==> src/rtl/core/escalating_pulse_watchdog_macros.svh <==
// ---------------------------------------------------------------------------
// Assertion macros for the escalating pulse watchdog
// Define NO_ASSERTIONS to compile the checks out.
// ---------------------------------------------------------------------------
`ifndef ESCALATING_PULSE_WATCHDOG_MACROS_SVH
`define ESCALATING_PULSE_WATCHDOG_MACROS_SVH

`ifndef NO_ASSERTIONS

// Antecedent implies consequent in the same cycle.
`define EPW_ASSERT_IMPL(label, clk, rst, ante, cons, msg) \
   label: assert property (@(posedge clk) disable iff (rst) (ante) |-> (cons)) \
      else $error(msg);

// Condition holds at every edge outside reset.
`define EPW_ASSERT_ALWAYS(label, clk, rst, cond, msg) \
   label: assert property (@(posedge clk) disable iff (rst) (cond)) \
      else $error(msg);

`else

`define EPW_ASSERT_IMPL(label, clk, rst, ante, cons, msg)
`define EPW_ASSERT_ALWAYS(label, clk, rst, cond, msg)

`endif

`endif

==> src/rtl/core/epw_pkg.sv <==
// ---------------------------------------------------------------------------
// epw_pkg
// Shared types, codes and register reset values of the pulse watchdog.
// ---------------------------------------------------------------------------
`default_nettype none

package epw_pkg;

   localparam int unsigned NUM_REGS   = 7;
   localparam int unsigned NUM_THRESH = 3;
   localparam int unsigned CSR_IDX_W  = 3;

   // Register indexes
   localparam logic [CSR_IDX_W-1:0] REG_PULSE_LOST  = 3'd0;
   localparam logic [CSR_IDX_W-1:0] REG_SHORT_BEEP  = 3'd1;
   localparam logic [CSR_IDX_W-1:0] REG_LONG_BEEP   = 3'd2;
   localparam logic [CSR_IDX_W-1:0] REG_CONTINUOUS  = 3'd3;
   localparam logic [CSR_IDX_W-1:0] REG_RESET_ONE   = 3'd4;
   localparam logic [CSR_IDX_W-1:0] REG_RESET_TWO   = 3'd5;
   localparam logic [CSR_IDX_W-1:0] REG_RESET_THREE = 3'd6;

   // Register reset values
   localparam logic [31:0] RST_PULSE_LOST  = 32'd2000;
   localparam logic [31:0] RST_SHORT_BEEP  = 32'd60000;
   localparam logic [31:0] RST_LONG_BEEP   = 32'd120000;
   localparam logic [31:0] RST_CONTINUOUS  = 32'd300000;
   localparam logic [31:0] RST_RESET_ONE   = 32'd600000;
   localparam logic [31:0] RST_RESET_TWO   = 32'd900000;
   localparam logic [31:0] RST_RESET_THREE = 32'd1200000;

   // LED codes
   localparam logic [1:0] LED_BOOT = 2'd0;
   localparam logic [1:0] LED_OK   = 2'd1;
   localparam logic [1:0] LED_LOST = 2'd2;

   // Buzzer stages
   localparam logic [1:0] BUZZ_SILENT     = 2'd0;
   localparam logic [1:0] BUZZ_SHORT      = 2'd1;
   localparam logic [1:0] BUZZ_LONG       = 2'd2;
   localparam logic [1:0] BUZZ_CONTINUOUS = 2'd3;

   typedef struct packed {
      logic [31:0] pulse_lost_ms;
      logic [31:0] short_beep_ms;
      logic [31:0] long_beep_ms;
      logic [31:0] continuous_ms;
      logic [31:0] reset_one_ms;
      logic [31:0] reset_two_ms;
      logic [31:0] reset_three_ms;
   } cfg_type;

endpackage

`default_nettype wire

==> src/rtl/core/epw_if.sv <==
// ---------------------------------------------------------------------------
// epw_if
// Request, response and register-write channels of the pulse watchdog.
// ---------------------------------------------------------------------------
`default_nettype none

interface epw_req_if;
   logic        valid;
   logic        ready;
   logic [31:0] now_ms;
   logic        pulse_seen;
   logic        mute_press;

   modport source (output valid, output now_ms, output pulse_seen, output mute_press,
                   input ready);
   modport sink   (input valid, input now_ms, input pulse_seen, input mute_press,
                   output ready);
endinterface

interface epw_rsp_if;
   logic       valid;
   logic       ready;
   logic [1:0] led_status;
   logic [1:0] buzzer_level;
   logic       mute_latched;
   logic       reset_fire;
   logic [1:0] attempts_used;

   modport source (output valid, output led_status, output buzzer_level,
                   output mute_latched, output reset_fire, output attempts_used,
                   input ready);
   modport sink   (input valid, input led_status, input buzzer_level,
                   input mute_latched, input reset_fire, input attempts_used,
                   output ready);
endinterface

interface epw_csr_if;
   logic                           valid;
   logic                           ready;
   logic [epw_pkg::CSR_IDX_W-1:0]  index;
   logic [31:0]                    data;

   modport source (output valid, output index, output data, input ready);
   modport sink   (input valid, input index, input data, output ready);
endinterface

`default_nettype wire

==> src/rtl/core/epw_csr.sv <==
// ---------------------------------------------------------------------------
// epw_csr
// Threshold register file; writes beyond the last register are dropped.
// ---------------------------------------------------------------------------
`default_nettype none

module epw_csr (
   input  wire            clock,
   input  wire            reset,
   epw_csr_if.sink        csr,
   output epw_pkg::cfg_type cfg
);

   epw_pkg::cfg_type cfg_ff;

   assign csr.ready = 1'b1;
   assign cfg       = cfg_ff;

   always_ff @(posedge clock) begin
      if (reset) begin
         cfg_ff.pulse_lost_ms  <= epw_pkg::RST_PULSE_LOST;
         cfg_ff.short_beep_ms  <= epw_pkg::RST_SHORT_BEEP;
         cfg_ff.long_beep_ms   <= epw_pkg::RST_LONG_BEEP;
         cfg_ff.continuous_ms  <= epw_pkg::RST_CONTINUOUS;
         cfg_ff.reset_one_ms   <= epw_pkg::RST_RESET_ONE;
         cfg_ff.reset_two_ms   <= epw_pkg::RST_RESET_TWO;
         cfg_ff.reset_three_ms <= epw_pkg::RST_RESET_THREE;
      end else if (csr.valid) begin
         unique case (csr.index)
            epw_pkg::REG_PULSE_LOST:  cfg_ff.pulse_lost_ms  <= csr.data;
            epw_pkg::REG_SHORT_BEEP:  cfg_ff.short_beep_ms  <= csr.data;
            epw_pkg::REG_LONG_BEEP:   cfg_ff.long_beep_ms   <= csr.data;
            epw_pkg::REG_CONTINUOUS:  cfg_ff.continuous_ms  <= csr.data;
            epw_pkg::REG_RESET_ONE:   cfg_ff.reset_one_ms   <= csr.data;
            epw_pkg::REG_RESET_TWO:   cfg_ff.reset_two_ms   <= csr.data;
            epw_pkg::REG_RESET_THREE: cfg_ff.reset_three_ms <= csr.data;
            default: ;
         endcase
      end
   end

endmodule

`default_nettype wire

==> src/rtl/core/epw_engine.sv <==
// ---------------------------------------------------------------------------
// epw_engine
// Input register, watchdog state, evaluation logic and result register.
// ---------------------------------------------------------------------------
`default_nettype none

module epw_engine #(
   parameter int unsigned MAX_ATTEMPTS = 3
) (
   input  wire                   clock,
   input  wire                   reset,
   input  wire epw_pkg::cfg_type cfg,
   epw_req_if.sink               req,
   epw_rsp_if.source             rsp
);

   // Input stage
   logic        s1_valid_ff;
   logic [31:0] s1_now_ff;
   logic        s1_pulse_ff;
   logic        s1_mute_ff;

   // Watchdog state
   logic        ever_ff;
   logic [31:0] last_ff;
   logic        mute_ff;
   logic [1:0]  count_ff;

   // Result register
   logic        out_valid_ff;
   logic [1:0]  out_led_ff;
   logic [1:0]  out_buzz_ff;
   logic        out_mute_ff;
   logic        out_fire_ff;
   logic [1:0]  out_count_ff;

   // Next state and result
   logic        ever_in;
   logic [31:0] last_in;
   logic        mute_in;
   logic [1:0]  count_in;
   logic [1:0]  led_in;
   logic [1:0]  buzz_in;
   logic        fire_in;

   logic [1:0]  count_base;
   logic [31:0] elapsed;
   logic [31:0] reset_thresh;
   logic        advance;

   assign advance   = !out_valid_ff || rsp.ready;
   assign req.ready = !s1_valid_ff || advance;

   always_comb begin
      // A pulse in this request takes effect before the evaluation.
      ever_in    = ever_ff | s1_pulse_ff;
      last_in    = s1_pulse_ff ? s1_now_ff : last_ff;
      count_base = s1_pulse_ff ? 2'd0 : count_ff;
      mute_in    = (mute_ff & !s1_pulse_ff) | s1_mute_ff;
      elapsed    = s1_now_ff - last_in;

      case (count_base)
         2'd0:    reset_thresh = cfg.reset_one_ms;
         2'd1:    reset_thresh = cfg.reset_two_ms;
         default: reset_thresh = cfg.reset_three_ms;
      endcase

      led_in   = epw_pkg::LED_BOOT;
      buzz_in  = epw_pkg::BUZZ_SILENT;
      fire_in  = 1'b0;
      count_in = count_base;

      if (ever_in) begin
         if (elapsed < cfg.pulse_lost_ms) begin
            led_in = epw_pkg::LED_OK;
         end else begin
            led_in = epw_pkg::LED_LOST;
            if (elapsed >= cfg.continuous_ms) begin
               buzz_in = epw_pkg::BUZZ_CONTINUOUS;
            end else if (elapsed >= cfg.long_beep_ms) begin
               buzz_in = epw_pkg::BUZZ_LONG;
            end else if (elapsed >= cfg.short_beep_ms) begin
               buzz_in = epw_pkg::BUZZ_SHORT;
            end
            if ((count_base < 2'(MAX_ATTEMPTS)) &&
                (count_base < 2'(epw_pkg::NUM_THRESH)) &&
                (elapsed >= reset_thresh)) begin
               fire_in  = 1'b1;
               count_in = count_base + 2'd1;
            end
         end
      end
   end

   always_ff @(posedge clock) begin
      if (reset) begin
         s1_valid_ff  <= 1'b0;
         out_valid_ff <= 1'b0;
         ever_ff      <= 1'b0;
         last_ff      <= 32'd0;
         mute_ff      <= 1'b0;
         count_ff     <= 2'd0;
      end else begin
         if (req.valid && req.ready) begin
            s1_valid_ff <= 1'b1;
         end else if (advance) begin
            s1_valid_ff <= 1'b0;
         end
         if (advance) begin
            out_valid_ff <= s1_valid_ff;
            if (s1_valid_ff) begin
               ever_ff  <= ever_in;
               last_ff  <= last_in;
               mute_ff  <= mute_in;
               count_ff <= count_in;
            end
         end
      end
   end

   // Payload registers
   always_ff @(posedge clock) begin
      if (req.valid && req.ready) begin
         s1_now_ff   <= req.now_ms;
         s1_pulse_ff <= req.pulse_seen;
         s1_mute_ff  <= req.mute_press;
      end
      if (advance && s1_valid_ff) begin
         out_led_ff   <= led_in;
         out_buzz_ff  <= buzz_in;
         out_mute_ff  <= mute_in;
         out_fire_ff  <= fire_in;
         out_count_ff <= count_in;
      end
   end

   assign rsp.valid         = out_valid_ff;
   assign rsp.led_status    = out_led_ff;
   assign rsp.buzzer_level  = out_buzz_ff;
   assign rsp.mute_latched  = out_mute_ff;
   assign rsp.reset_fire    = out_fire_ff;
   assign rsp.attempts_used = out_count_ff;

endmodule

`default_nettype wire

==> src/rtl/core/escalating_pulse_watchdog.sv <==
// ---------------------------------------------------------------------------
// escalating_pulse_watchdog
// Heartbeat watchdog with escalating buzzer stages and a forced-reset
// schedule.
//
// Usage:
//   req  - one request per tick: now_ms, pulse_seen, mute_press.
//   rsp  - one response per request: led_status, buzzer_level,
//          mute_latched, reset_fire, attempts_used, in request order.
//   csr  - register writes (index 0..6, data 32 bits); always ready,
//          out-of-range indexes are dropped. Write only while idle.
// Pipeline: an accepted request passes through the input register, then the
//   result register, which drives its response.
// Throughput: one request per cycle unless rsp is held; the evaluation is
//   one subtract and a handful of 32-bit compares between the two registers.
// Reset: thresholds return to their defaults, the block returns to
//   booting with mute cleared and no attempts, both stages empty.
// Stall: while rsp is held, the result register holds its response and the
//   input register still takes one more request before req.ready drops.
// ---------------------------------------------------------------------------
`default_nettype none

`include "escalating_pulse_watchdog_macros.svh"

module escalating_pulse_watchdog #(
   parameter int unsigned MAX_ATTEMPTS = 3
) (
   input wire        clock,
   input wire        reset,
   epw_req_if.sink   req,
   epw_rsp_if.source rsp,
   epw_csr_if.sink   csr
);

   epw_pkg::cfg_type cfg;

   // Threshold registers
   epw_csr u_csr (
      .clock (clock),
      .reset (reset),
      .csr   (csr),
      .cfg   (cfg)
   );

   // Evaluate each request against the held pulse state
   epw_engine #(
      .MAX_ATTEMPTS (MAX_ATTEMPTS)
   ) u_engine (
      .clock (clock),
      .reset (reset),
      .cfg   (cfg),
      .req   (req),
      .rsp   (rsp)
   );

   // A fired reset always counts as an attempt.
   `EPW_ASSERT_IMPL(a_fire_counts, clock, reset, rsp.valid && rsp.reset_fire, rsp.attempts_used != 2'd0, "reset fired with no attempt counted")
   // Booting reports silence and never fires.
   `EPW_ASSERT_IMPL(a_boot_quiet, clock, reset, rsp.valid && (rsp.led_status == epw_pkg::LED_BOOT), (rsp.buzzer_level == epw_pkg::BUZZ_SILENT) && !rsp.reset_fire, "booting response not quiet")
   // A live pulse keeps the alarm off.
   `EPW_ASSERT_IMPL(a_ok_quiet, clock, reset, rsp.valid && (rsp.led_status == epw_pkg::LED_OK), (rsp.buzzer_level == epw_pkg::BUZZ_SILENT) && !rsp.reset_fire, "pulse ok response not quiet")
   // The attempt count never passes the schedule length.
   `EPW_ASSERT_IMPL(a_count_bound, clock, reset, rsp.valid, rsp.attempts_used <= 2'(MAX_ATTEMPTS), "attempt count beyond schedule")

endmodule

`default_nettype wire

==> src/flat_wrapper.sv <==
// flat-port wrapper written by rule: the top's interface ports become plain ports
module escalating_pulse_watchdog_flat 
#(
   parameter int unsigned MAX_ATTEMPTS = 3
)
  (clock, reset, req_valid, req_now_ms, req_pulse_seen, req_mute_press, req_ready, rsp_valid, rsp_led_status, rsp_buzzer_level, rsp_mute_latched, rsp_reset_fire, rsp_attempts_used, rsp_ready, csr_valid, csr_index, csr_data, csr_ready);
  epw_req_if req_i ();
  epw_rsp_if rsp_i ();
  epw_csr_if csr_i ();
  input wire clock;
  input wire reset;
  input wire logic [$bits(req_i.valid)-1:0] req_valid;
  input wire logic [$bits(req_i.now_ms)-1:0] req_now_ms;
  input wire logic [$bits(req_i.pulse_seen)-1:0] req_pulse_seen;
  input wire logic [$bits(req_i.mute_press)-1:0] req_mute_press;
  output wire logic [$bits(req_i.ready)-1:0] req_ready;
  output wire logic [$bits(rsp_i.valid)-1:0] rsp_valid;
  output wire logic [$bits(rsp_i.led_status)-1:0] rsp_led_status;
  output wire logic [$bits(rsp_i.buzzer_level)-1:0] rsp_buzzer_level;
  output wire logic [$bits(rsp_i.mute_latched)-1:0] rsp_mute_latched;
  output wire logic [$bits(rsp_i.reset_fire)-1:0] rsp_reset_fire;
  output wire logic [$bits(rsp_i.attempts_used)-1:0] rsp_attempts_used;
  input wire logic [$bits(rsp_i.ready)-1:0] rsp_ready;
  input wire logic [$bits(csr_i.valid)-1:0] csr_valid;
  input wire logic [$bits(csr_i.index)-1:0] csr_index;
  input wire logic [$bits(csr_i.data)-1:0] csr_data;
  output wire logic [$bits(csr_i.ready)-1:0] csr_ready;
  assign req_i.valid = req_valid;
  assign req_i.now_ms = req_now_ms;
  assign req_i.pulse_seen = req_pulse_seen;
  assign req_i.mute_press = req_mute_press;
  assign req_ready = req_i.ready;
  assign rsp_valid = rsp_i.valid;
  assign rsp_led_status = rsp_i.led_status;
  assign rsp_buzzer_level = rsp_i.buzzer_level;
  assign rsp_mute_latched = rsp_i.mute_latched;
  assign rsp_reset_fire = rsp_i.reset_fire;
  assign rsp_attempts_used = rsp_i.attempts_used;
  assign rsp_i.ready = rsp_ready;
  assign csr_i.valid = csr_valid;
  assign csr_i.index = csr_index;
  assign csr_i.data = csr_data;
  assign csr_ready = csr_i.ready;
  escalating_pulse_watchdog #(.MAX_ATTEMPTS(MAX_ATTEMPTS)) u_core (.clock(clock), .reset(reset), .req(req_i), .rsp(rsp_i), .csr(csr_i));
endmodule
==> config.mk <==
export PLATFORM = sky130hd
export DESIGN_NAME = escalating_pulse_watchdog_flat
export DESIGN_NICKNAME = d
export VERILOG_FILES = /design/src/rtl/core/epw_pkg.sv /design/src/rtl/core/epw_if.sv /design/src/rtl/core/epw_csr.sv /design/src/rtl/core/epw_engine.sv /design/src/rtl/core/escalating_pulse_watchdog.sv /design/src/flat_wrapper.sv
export VERILOG_INCLUDE_DIRS = /design/src /design/src/rtl/core
export SDC_FILE = /design/constraint.sdc
export NUM_CORES = 1
export LEC_CHECK = 0
export ABC_AREA = 1
export BUFFER_PORTS_ARGS = -buffer_cell sky130_fd_sc_hd__buf_4
export CAP_MARGIN = 20
export CELL_PAD_IN_SITES_DETAIL_PLACEMENT = 0
export CELL_PAD_IN_SITES_GLOBAL_PLACEMENT = 2
export CORE_ASPECT_RATIO = 0.6
export CORE_MARGIN = 2
export CORE_UTILIZATION = 40
export DETAILED_ROUTE_END_ITERATION = 10
export PLACE_DENSITY_LB_ADDON = 0.1
export SETUP_SLACK_MARGIN = 0.02
export SYNTH_ARGS = -nofsm -noshare
export SYNTH_HDL_FRONTEND = slang
export SYNTH_SLANG_ARGS = --single-unit
==> constraint.sdc <==
create_clock -name clock -period 5.9 [get_ports clock]
set_clock_uncertainty 0.15 [all_clocks]
set_input_delay 0.295 -clock clock [delete_from_list [all_inputs] [get_ports clock]]
set_output_delay 0.295 -clock clock [all_outputs]
set_load 0.005 [all_outputs]
==> out/summary.json <==
{
  "outcome": {
    "run_status": "completed"
  },
  "critical_path": {
    "startpoint_type": "flop",
    "required_ns": 6.13,
    "critical_path_buf_inv_count": 1,
    "worst_setup_path_end_kind": "flop",
    "cpLargestDelayFamily": "simple AND/OR/NAND/NOR gates",
    "crit_arrival_ns": 5.24,
    "worst-setup-path-type": "flop to flop",
    "critical-path-slowest-cell": "nor4_1",
    "cell_repeated_most_along_the_worst_path": "nand2_1",
    "critical_path_peak_fanout": 22,
    "slowest_delay_ns": 0.63,
    "path_cells": "buf_4 > mux2i_1 > ha_1 > a21o_1 > a31oi_1 > nand2_1 > a221oi_1 > nand2_1 > nand2_1 > nand2_1 > ha_1 > nand2_1 > nor2_1 > nand2_1 > nor4_1 > nand4_1 > nand3_1 > nand2_1 > a21oi_1"
  },
  "drt": {
    "routed-wl-met3_mm": 2.94,
    "vias_per_cell": 5.21,
    "wl_met2_mm": 21.4,
    "post-route-drc-count": 0,
    "totalWireLength_mm": 55.1,
    "vias": 14700,
    "drtPass1Iterations": 5,
    "m1WireLength_mm": 29.9,
    "routedWlPerCell_um": 19.5,
    "detailedRoute.firstIterationViolations": 1120,
    "dr.max_layer_used": "met4",
    "route.antenna.remaining_nets": 0
  },
  "logic_synthesis": {
    "yosys.area.top_type": "dfxtp_1",
    "synth_top_area_frac": 0.311,
    "synth.ff_latch_count": 304,
    "post_synth_main_area_contributors": "dfxtp_1 (31%), ha_1 (14%), edfxtp_1 (7.5%)",
    "synth_enable_flop_cells": 42,
    "synth_most_common_cell": "nand2_1",
    "synth_nets": 2379,
    "synth_cells": 2110,
    "avgSynthCellArea_um2": 7.98,
    "mappedNetlistArea_um2": 16800,
    "yosys_warnings": 0,
    "ys_async_sr_fraction": 0,
    "synth_cell_types": 53,
    "ys_top_cells_by_count": "nand2_1 (264), dfxtp_1 (262), nor2_1 (261)",
    "yosysSeqAreaShare": 0.386,
    "yosys_most_used_dff": "dfxtp_1"
  },
  "placed_design": {
    "placement.io_buffers": 83,
    "post-dp-hpwl_mm": 39.6,
    "globalplace.congestion": 0.884,
    "place_ws_ns": 1.01,
    "dpl-instance-area_um2": 18000
  },
  "global_route": {
    "antenna_found_initial": 0,
    "grt_max_degree": 121,
    "global_route_wire_length_before_repair_mm": 84.1,
    "first_global_vias": 13600,
    "overall_overflow_remaining_after_global_route": 0,
    "track_usage": 0.253
  },
  "sta": {
    "fin_tns_setup_ns": 0,
    "post-route-period-util": 0.849,
    "fin_crit_ns": 5.01,
    "timing_max_transition_violations_final": 0,
    "hold_ws_ns": 0.111,
    "max_freq_mhz": 200,
    "max_slew_headroom": 0.350,
    "setup_viol_count_final": 0,
    "slew_at_the_pin_closest_to_its_max_slew_limit_ns": 0.974,
    "finalHoldViolations": 0,
    "layout_setup_ws_ns": 0.889,
    "unrepaired_setup_endpoints_after_global_routing": "false"
  },
  "die": {
    "boundary_pins": 85,
    "die_height_um": 163,
    "die_area_um2": 43800,
    "start_util": 0.404,
    "fp.dieW_um": 269,
    "floorplan_core_area_um2": 41700,
    "num_rows": 58
  },
  "worst_hold_path": {
    "min_path_type": "input pin to flop"
  },
  "finish": {
    "filler_cell_count": 4125,
    "post_route_standard_cell_area_excluding_fillers_um2": 19900,
    "insertedDiodeCount": 0,
    "areaGrowthSynthToFinish_pct": 18.0,
    "final_net_count": 2500,
    "drive_above_1_share": 0.0972
  },
  "clock_network": {
    "cts.repair_timing.setup_buffer_count": 0,
    "cts.hold.buffers_added": 69,
    "max_h_tree_level": 2,
    "clock_tree_from_tritoncts": "built",
    "cts.sinks": 304,
    "cts_resized": 0,
    "cts.clk_slew.worst_paths_ns": 0.06,
    "clock-root-buffer": "clkbuf_16",
    "max-clock-path-buffers": 3,
    "cts_made_buffers": 34,
    "clk-insertion-delay-late_ns": 0.53
  },
  "pwr": {
    "ir_drop_mv": 0.155,
    "power_density_nw_per_um2": 320,
    "power_leakage_nw": 8.69,
    "total_power_mw": 6.36
  },
  "flow_run": {
    "maxCapViolCount": 0
  }
}
## registers in the layout, indices dropped and copies added, names as in the netlist, 2 cells and up
name / count
u_core.u_engine.s1_now_ff: 32
u_core.u_engine.rsp.buzzer_level: 2
u_core.u_engine.count_ff: 2
u_core.u_engine.rsp.attempts_used: 2
u_core.u_engine.last_ff: 32
u_core.u_engine.rsp.led_status: 2
u_core.u_csr.cfg: 224
## layer usage
| metal | global-route usage | vias to the layer above |
|---|---|---|
| li1 | - | 7443 |
| met1 | 0.403 | 6880 |
| met2 | 0.352 | 337 |
| met3 | 0.0419 | 61 |
| met4 | 0.0455 | 0 |
| met5 | 0 | - |
## report_power, final
part           leakage (nW)  internal, mW  switching [mW]
clock network         0.559          1.35           0.912
logic                  5.58         0.678            1.18
registers              2.54          2.20          0.0436
## cell type report
class	count	area (µm²)	area share
clock inverter	14	216	0.0109
inverter	223	842	0.0424
clock buffer	45	943	0.0474
multi-input combinational	1488	9130	0.459
timing repair buffer	180	1540	0.0773
sequential	304	6510	0.327
tap	570	713	0.0359
## through the flow
stage,util,cells
5_1_grt,0.476,2824
6_report,0.476,2824
3_3_place_gp,0.432,2696
4_1_cts,0.476,2824
3_5_place_dp,0.432,2696
2_1_floorplan,-,2110
## cell families after synthesis
group,synth area share
other,0.000223
buffers and inverters,0.0729
XOR/XNOR,0.0146
flip-flops,0.386
multiplexers,0.0178
adder cells (fa/ha/maj),0.145
AO/OA/AOI/OAI,0.209
AND/OR/NAND/NOR,0.154
## final timing paths
| kind | start | to | slack, ns | cells after the start |
|---|---|---|---|---|
| setup / recovery | u_core.u_engine.s1_pulse_ff | u_core.u_engine.rsp.buzzer_level[0] | 0.89 | 19 |
| hold / removal | reset | u_core.u_engine.ever_ff | 0.11 | 2 |
| setup reg to reg | u_core.u_engine.s1_pulse_ff | u_core.u_engine.rsp.buzzer_level[0] | 0.89 | 19 |
| hold reg to reg | u_core.u_csr.cfg[7] | u_core.u_csr.cfg[7] | 0.30 | 2 |
## cell usage in the layout, fill, tap and decap left out, types with 35 or more instances in the layout
cell,instances
dlygate4sd3_1,69
o21ai_0,243
clkbuf_16,35
nand2_1,264
a21oi_1,220
edfxtp_1,42
nand3_1,48
dfxtp_1,262
buf_4,110
ha_1,192
inv_1,213
nor2_1,257
Note: power is estimated with default switching activity, not from simulation.
